$ cat config.mk
export PLATFORM = sky130hd
export DESIGN_NAME = cau_div
export DESIGN_NICKNAME = d
export VERILOG_FILES = /design/src/rtl/core/cau_pkg.sv /design/src/rtl/core/cau_div.sv
export SDC_FILE = /design/constraint.sdc
export NUM_CORES = 2
export LEC_CHECK = 0
export ABC_AREA = 1
export BUFFER_PORTS_ARGS = -buffer_cell sky130_fd_sc_hd__buf_2
export CORE_UTILIZATION = 58
export CTS_CLUSTER_DIAMETER = 40
export CTS_CLUSTER_SIZE = 40
export DETAILED_ROUTE_END_ITERATION = 6
export PLACE_DENSITY = 0.74
export SYNTH_ARGS = -nofsm -noshare
export SYNTH_HDL_FRONTEND = slang
export SYNTH_SLANG_ARGS = --single-unit
$ cat constraint.sdc
create_clock -name clk -period 4.6 [get_ports clk]
set_input_delay 1.38 -clock clk [delete_from_list [all_inputs] [get_ports clk]]
set_output_delay 1.38 -clock clk [all_outputs]
set_load 0.05 [all_outputs]
$ cat src/rtl/core/cau_pkg.sv
// ----------------------------------------------------------------------------
// cau_pkg
// Shared types, operation and status codes for the complex arithmetic unit.
// ----------------------------------------------------------------------------
package cau_pkg;

	localparam int PRE_W = 34;
	localparam int QB    = 18;
	localparam int DW    = 33;

	typedef enum logic [2:0] {
		OP_ADD  = 3'd0,
		OP_SUB  = 3'd1,
		OP_MUL  = 3'd2,
		OP_DIV  = 3'd3,
		OP_CONJ = 3'd4
	} op_t;

	localparam logic [1:0] ST_OK      = 2'd0;
	localparam logic [1:0] ST_DIVZERO = 2'd1;
	localparam logic [1:0] ST_OVF     = 2'd2;

	typedef struct packed {
		logic                    is_div;
		logic                    divz;
		logic signed [PRE_W-1:0] pre_r;
		logic signed [PRE_W-1:0] pre_i;
	} side_t;

	typedef struct packed {
		logic        ovf;
		logic [15:0] val;
	} sat_t;

	function automatic sat_t sat16(input logic signed [PRE_W-1:0] v);
		sat_t r;
		if (v > $signed(PRE_W'(32767))) begin
			r.ovf = 1'b1;
			r.val = 16'h7fff;
		end else if (v < -$signed(PRE_W'(32768))) begin
			r.ovf = 1'b1;
			r.val = 16'h8000;
		end else begin
			r.ovf = 1'b0;
			r.val = v[15:0];
		end
		return r;
	endfunction

endpackage

$ cat src/rtl/core/cau_div.sv
// ----------------------------------------------------------------------------
// cau_div
// Pipelined restoring divider, one quotient bit per stage. The top quotient
// bit marks a quotient of at least 2^(QB-1).
// ----------------------------------------------------------------------------
module cau_div #(
	parameter int NW = 42,
	parameter int SW = 1
) (
	input  logic                      clk,
	input  logic                      arst_n,
	input  logic                      in_vld,
	input  logic [NW-1:0]             num,
	input  logic [cau_pkg::DW-1:0]    den,
	input  logic [SW-1:0]             side_in,
	output logic                      out_vld,
	output logic [cau_pkg::QB-1:0]    quo,
	output logic [SW-1:0]             side_out
);
	import cau_pkg::*;

	localparam int CW = ((NW > DW + QB) ? NW : DW + QB) + 1;

	logic [NW-1:0] rem_s [0:QB];
	logic [DW-1:0] den_s [0:QB];
	logic [QB-1:0] quo_s [0:QB];
	logic [SW-1:0] sd_s  [0:QB];
	logic          vld_s [0:QB];

	assign rem_s[0] = num;
	assign den_s[0] = den;
	assign quo_s[0] = '0;
	assign sd_s[0]  = side_in;
	assign vld_s[0] = in_vld;

	for (genvar k = 0; k < QB; k++) begin : g_stage
		logic [CW-1:0] sh;
		logic          ge;
		assign sh = CW'(den_s[k]) << (QB - 1 - k);
		assign ge = CW'(rem_s[k]) >= sh;

		always_ff @(posedge clk or negedge arst_n) begin
			if (!arst_n) begin
				vld_s[k+1] <= 1'b0;
			end else begin
				vld_s[k+1] <= vld_s[k];
			end
		end

		always_ff @(posedge clk) begin
			rem_s[k+1] <= ge ? NW'(CW'(rem_s[k]) - sh) : rem_s[k];
			den_s[k+1] <= den_s[k];
			quo_s[k+1] <= {quo_s[k][QB-2:0], ge};
			sd_s[k+1]  <= sd_s[k];
		end
	end

	assign out_vld  = vld_s[QB];
	assign quo      = quo_s[QB];
	assign side_out = sd_s[QB];

endmodule

Word level (Yosys, flattened, before mapping). Cells that the tools add are included.

Input bits: 79. Bits in registers: 1482.

Order comparisons: 18. Mux-type cells: 17. Add/subtract/negate cells: 17.

Operators with widths (number): 2-to-1 mux 42 bit (17); subtractor 42 bit (9); greater-or-equal comparator 42 x 50 -> 1 bit (1); greater-or-equal comparator 42 x 49 -> 1 bit (1); greater-or-equal comparator 42 x 48 -> 1 bit (1); greater-or-equal comparator 42 x 47 -> 1 bit (1); greater-or-equal comparator 42 x 46 -> 1 bit (1); greater-or-equal comparator 42 x 45 -> 1 bit (1); greater-or-equal comparator 42 x 44 -> 1 bit (1); greater-or-equal comparator 42 x 43 -> 1 bit (1); greater-or-equal comparator 42 x 33 -> 1 bit (1); greater-or-equal comparator 42 x 34 -> 1 bit (1); greater-or-equal comparator 42 x 35 -> 1 bit (1); greater-or-equal comparator 42 x 36 -> 1 bit (1); greater-or-equal comparator 42 x 37 -> 1 bit (1); greater-or-equal comparator 42 x 38 -> 1 bit (1); greater-or-equal comparator 42 x 39 -> 1 bit (1); greater-or-equal comparator 42 x 40 -> 1 bit (1); greater-or-equal comparator 42 x 41 -> 1 bit (1); greater-or-equal comparator 42 bit (1); subtractor 42 x 34 -> 42 bit (1); subtractor 42 x 35 -> 42 bit (1); subtractor 42 x 36 -> 42 bit (1); subtractor 42 x 37 -> 42 bit (1); other kinds (4) (4).

Depth between registers and ports, before layout.
Word-level depth: 2. Depth in mapped cells: 17.

Worst setup path before layout. No wires, ideal clock.

Path kind: input to register. Start point: input num[17]. End point: register rem_s[745] (netlist bit). Slack: 1.668 ns. Stages: 13. Data arrival time: 2.863 ns. Path through: inv_1 > ha_1 > fa_1 > inv_1 > nand3_1 > nand2_1 > nand2_1 > nand2_1 > nand3_1 > a21o_1 > nand2_1 > nand2_1 > o21ai_1.

Word-level cells in the longest chain between the ends: 2. Elaborated cells on any way between the ends: 3. Classes of those cells: 1 x add/sub; 1 x order compare; 1 x mux.

Ends and longest elaborated chain: from (decl) (line cau_div.sv:13) `input logic [NW-1:0] num,`; subtractor 42 bit or greater-or-equal comparator 42 x 50 -> 1 bit (tied branches) (line cau_div.sv:51, cau_div.sv:40); 2-to-1 mux 42 bit (*) (line cau_div.sv:51) `rem_s[k+1] <= ge ? NW'(CW'(rem_s[k]) - sh) : rem_s[k];`; to (signal, indexed assignment) (line cau_div.sv:51); to (decl) (line cau_div.sv:24) `logic [NW-1:0] rem_s [0:QB];`.

Every way passes the cells marked *; elsewhere a longest branch is shown, timed or not.

Worst setup path after layout.
Start point: register den_s[389] (netlist bit). End point: register rem_s[442] (netlist bit).

Word-level cells in the longest chain between the ends: 2.

Ends and longest elaborated chain: from (decl) (line cau_div.sv:25) `logic [DW-1:0] den_s [0:QB];`; from (signal, indexed assignment) (line cau_div.sv:52) `den_s[k+1] <= den_s[k];`; greater-or-equal comparator 42 x 43 -> 1 bit (line cau_div.sv:40) `assign ge = CW'(rem_s[k]) >= sh;`; 2-to-1 mux 42 bit (line cau_div.sv:51).

No other way between the ends.

==> key figures <==
Yosys
  • FFs w/ async S/R, synth: 1.21%
  • Sequential share of the synthesized area: 36.2%
  • Synthesized cell area: 82200 um2
  • Synth top area share: 35.7%
  • EDFF count, synth: 0
  • Area contributors post-synth: dfxtp_1 36%, nand2_1 22%, inv_1 10%, ha_1 8.5%, nand3_1 4.6%
  • Synthesized netlist cell count: 12.6k
  • Synthesized area per cell: 6.53 um2
  • Yosys top cell by area: dfxtp_1
  • Synth unique cells: 54
  • Synth Net Count: 13.2k
  • Synthesis-stage register bit count: 1482
  • Main synth FF type: dfxtp_1
  • Synthesis Warnings: 0

Die
  • # IOs: 99
  • # rows: 137
  • Starting Density: 58.7%
  • Die ar.: 143000 um2
  • Die Height: 378 um
  • Core area: 140000 um2
  • Die Wd: 378 um

Route
  • Total wire length: 285 mm
  • Pre-Repair DR Iteration Count: 7
  • Vias: 79.3k
  • DR iter-0 viols: 7655
  • WL/cell: 19.3 um
  • # DRC: 9
  • Routed Antenna Nets: 0
  • Via-to-Cell Ratio: 5.36

Setup path
  • Startpoint type of the worst setup path: flop
  • Nature of the critical path endpoint: flop
  • Critical Path Fanout Max: 33
  • WS Path Type: flop to flop
  • Worst Path Arrival: 3980 ps
  • Worst path required time: 5310 ps
  • R2r setup slk: 1320 ps

Status
  • Violated checks: design-rule violations
  • Status: finished, violations left

Power and ir drop
  • Peak VDD IR: 0.000451 V
  • PwrDens: 655 nW/um2
  • Total design power: 59.6 mW
  • Leakage power: 51.6 nW

STA
  • Final setup margin: 1320 ps
  • RSZ-0062 raised after global routing: false
  • Min Tclk post-route: 3280 ps
  • Setup-failing EPs final: 0
  • Final setup TNS: 0 ps
  • Pin slew with the least headroom to its limit: 1300 ps
  • WHS: 321 ps
  • Slew Viols, Final: 0
  • Clock skew: 54.0 ps
  • Final Hold Violating Endpoints: 0
  • F_max: 0.305 GHz
  • Period utilization: 71.3%
  • Max_slew headroom: 12.4%

Global route
  • First-pass GRT wire length: 429 mm
  • Gr usage total: 39.2%
  • Largest net degree at the start of global routing: 43
  • Vias in the first global route: 75.4k
  • GRT overflow: 0
  • Initial antenna violation count: 19

Clock tree
  • Skew-Pair Late Insertion Delay: 860 ps
  • Postcts setup bufs: 0
  • Total CTS buffers: 185
  • Clock root cell: clkbuf_16
  • CTS tree: done
  • Post-cts sizing count: 0
  • CTS hold repair buffers: 0
  • Clock sink count: 1482
  • Worst-path clk slew: 80 ps
  • Max Buffers Root-to-Sink: 3
  • H-tree Lvls: 4

Job
  • Max-cap check violation count: 0

Placed design
  • Number of port buffers: 98
  • RePlAce Congestion: 1.06
  • DP Wirelength: 231 mm
  • Post-Place Setup Slack: 889 ps

Final layout
  • Share of cells above drive strength 1: 4.82%
  • Commonest cells after routing, fill and taps aside: 4910 x nand2_1, 2296 x inv_1, 1464 x dfxtp_1
  • Fillers: 12.9k
  • Fin nets: 13.4k
  • Most common cell after layout, fill and taps aside: nand2_1
  • Area Growth Syn to Fin: 10.7%

Min path
  • Hold Crit Class: flop to flop
## cells by family after synthesis
family | after synthesis | synth area share [%]
and+or+nand+nor | 7084 | 35.2
buffers and inverters | 2445 | 11.9
DFF | 1482 | 36.2
AOI/OAI and AO/OA | 718 | 4.72
adders and majority gates | 575 | 8.91
xor gates and xnor gates | 286 | 3.05
## worst paths after layout
path                                         start                  end  depth (start not counted)
worst max-delay path            den_s[389]$_DFF_P_   rem_s[442]$_DFF_P_                         12
worst min-delay path            quo_s[235]$_DFF_P_   quo_s[218]$_DFF_P_                          0
worst max register to register  den_s[389]$_DFF_P_   rem_s[442]$_DFF_P_                         12
worst min register to register  quo_s[235]$_DFF_P_   quo_s[218]$_DFF_P_                          0
max in group asynchronous                   arst_n   vld_s[2]$_DFF_PN0_                          1
min in group asynchronous                   arst_n  vld_s[16]$_DFF_PN0_                          1
## flip-flops by register name, indices dropped and copies added, names as in the netlist
signal    flops
rem_s       714
den_s       561
quo_s       153
quo          18
sd_s         17
vld_s        17
out_vld       1
side_out      1
## layout make-up
| class | instances | area (um2) | share of cell area, % |
|---|---|---|---|
| multi-input cells | 8663 | 42700 | 46.9 |
| flip-flops and latches | 1482 | 29800 | 32.7 |
| inverters | 2304 | 8650 | 9.51 |
| clock buffers | 199 | 4770 | 5.25 |
| well taps | 1876 | 2350 | 2.58 |
| clock inverters | 151 | 2100 | 2.30 |
| repair buffers | 117 | 633 | 0.696 |
| diodes | 7 | 17.5 | 0.0193 |
## cells in the mapped netlist (7+ instances only)
cell,number
nor2_1,948
nand2_1,4911
and3_1,7
ha_1,558
dfrtp_1,18
a21oi_2,19
nor3_1,84
xor2_1,256
a21o_1,8
o21bai_1,63
nand3b_1,55
fa_1,17
buf_4,41
nand3_1,751
inv_1,2296
nor4_1,21
dfxtp_1,1464
buf_6,46
a21oi_1,466
nand2_2,25
o21ai_1,19
buf_2,45
o21ai_0,128
nor3_2,9
nand3_2,29
xnor2_1,30
nor2_2,36
and2_1,19
nand4_1,154
nand2_4,13
## through the flow
step	instances	util [%]	area, um2
after floorplan	12590	-	82200
after global placement	14442	60.0	84100
after detailed placement	14442	60.0	84100
after CTS	14792	64.9	91000
after global routing	14793	64.9	91000
final	14799	65.0	91000
## critical path, cell delays in order, from the launching register on
cell,delay [ps]
dfxtp_1,440
inv_1,70
ha_1,380
a21oi_1,290
nor2_1,70
nor2_1,200
nor3_1,70
nor2_1,110
nand2_1,70
inv_2,510
nand2_2,630
nand2_1,210
nand2_1,90
## where the power goes
group	switching [mW]	internal (mW)	total, mW
combinational	17.9	8.19	26.1
sequential	2.52	15.4	17.9
clock	7.03	8.57	15.6
## per-layer routing
metal	up-vias	part of all wire [%]	GRT usage [%]
met2	3828	44	62.7
li1	38765	-	-
met1	35585	39	46.5
met4	18	8.7	29.3
met3	1075	8.7	7.70
met5	-	0.041	0
Power figures use the tool's default switching activity.
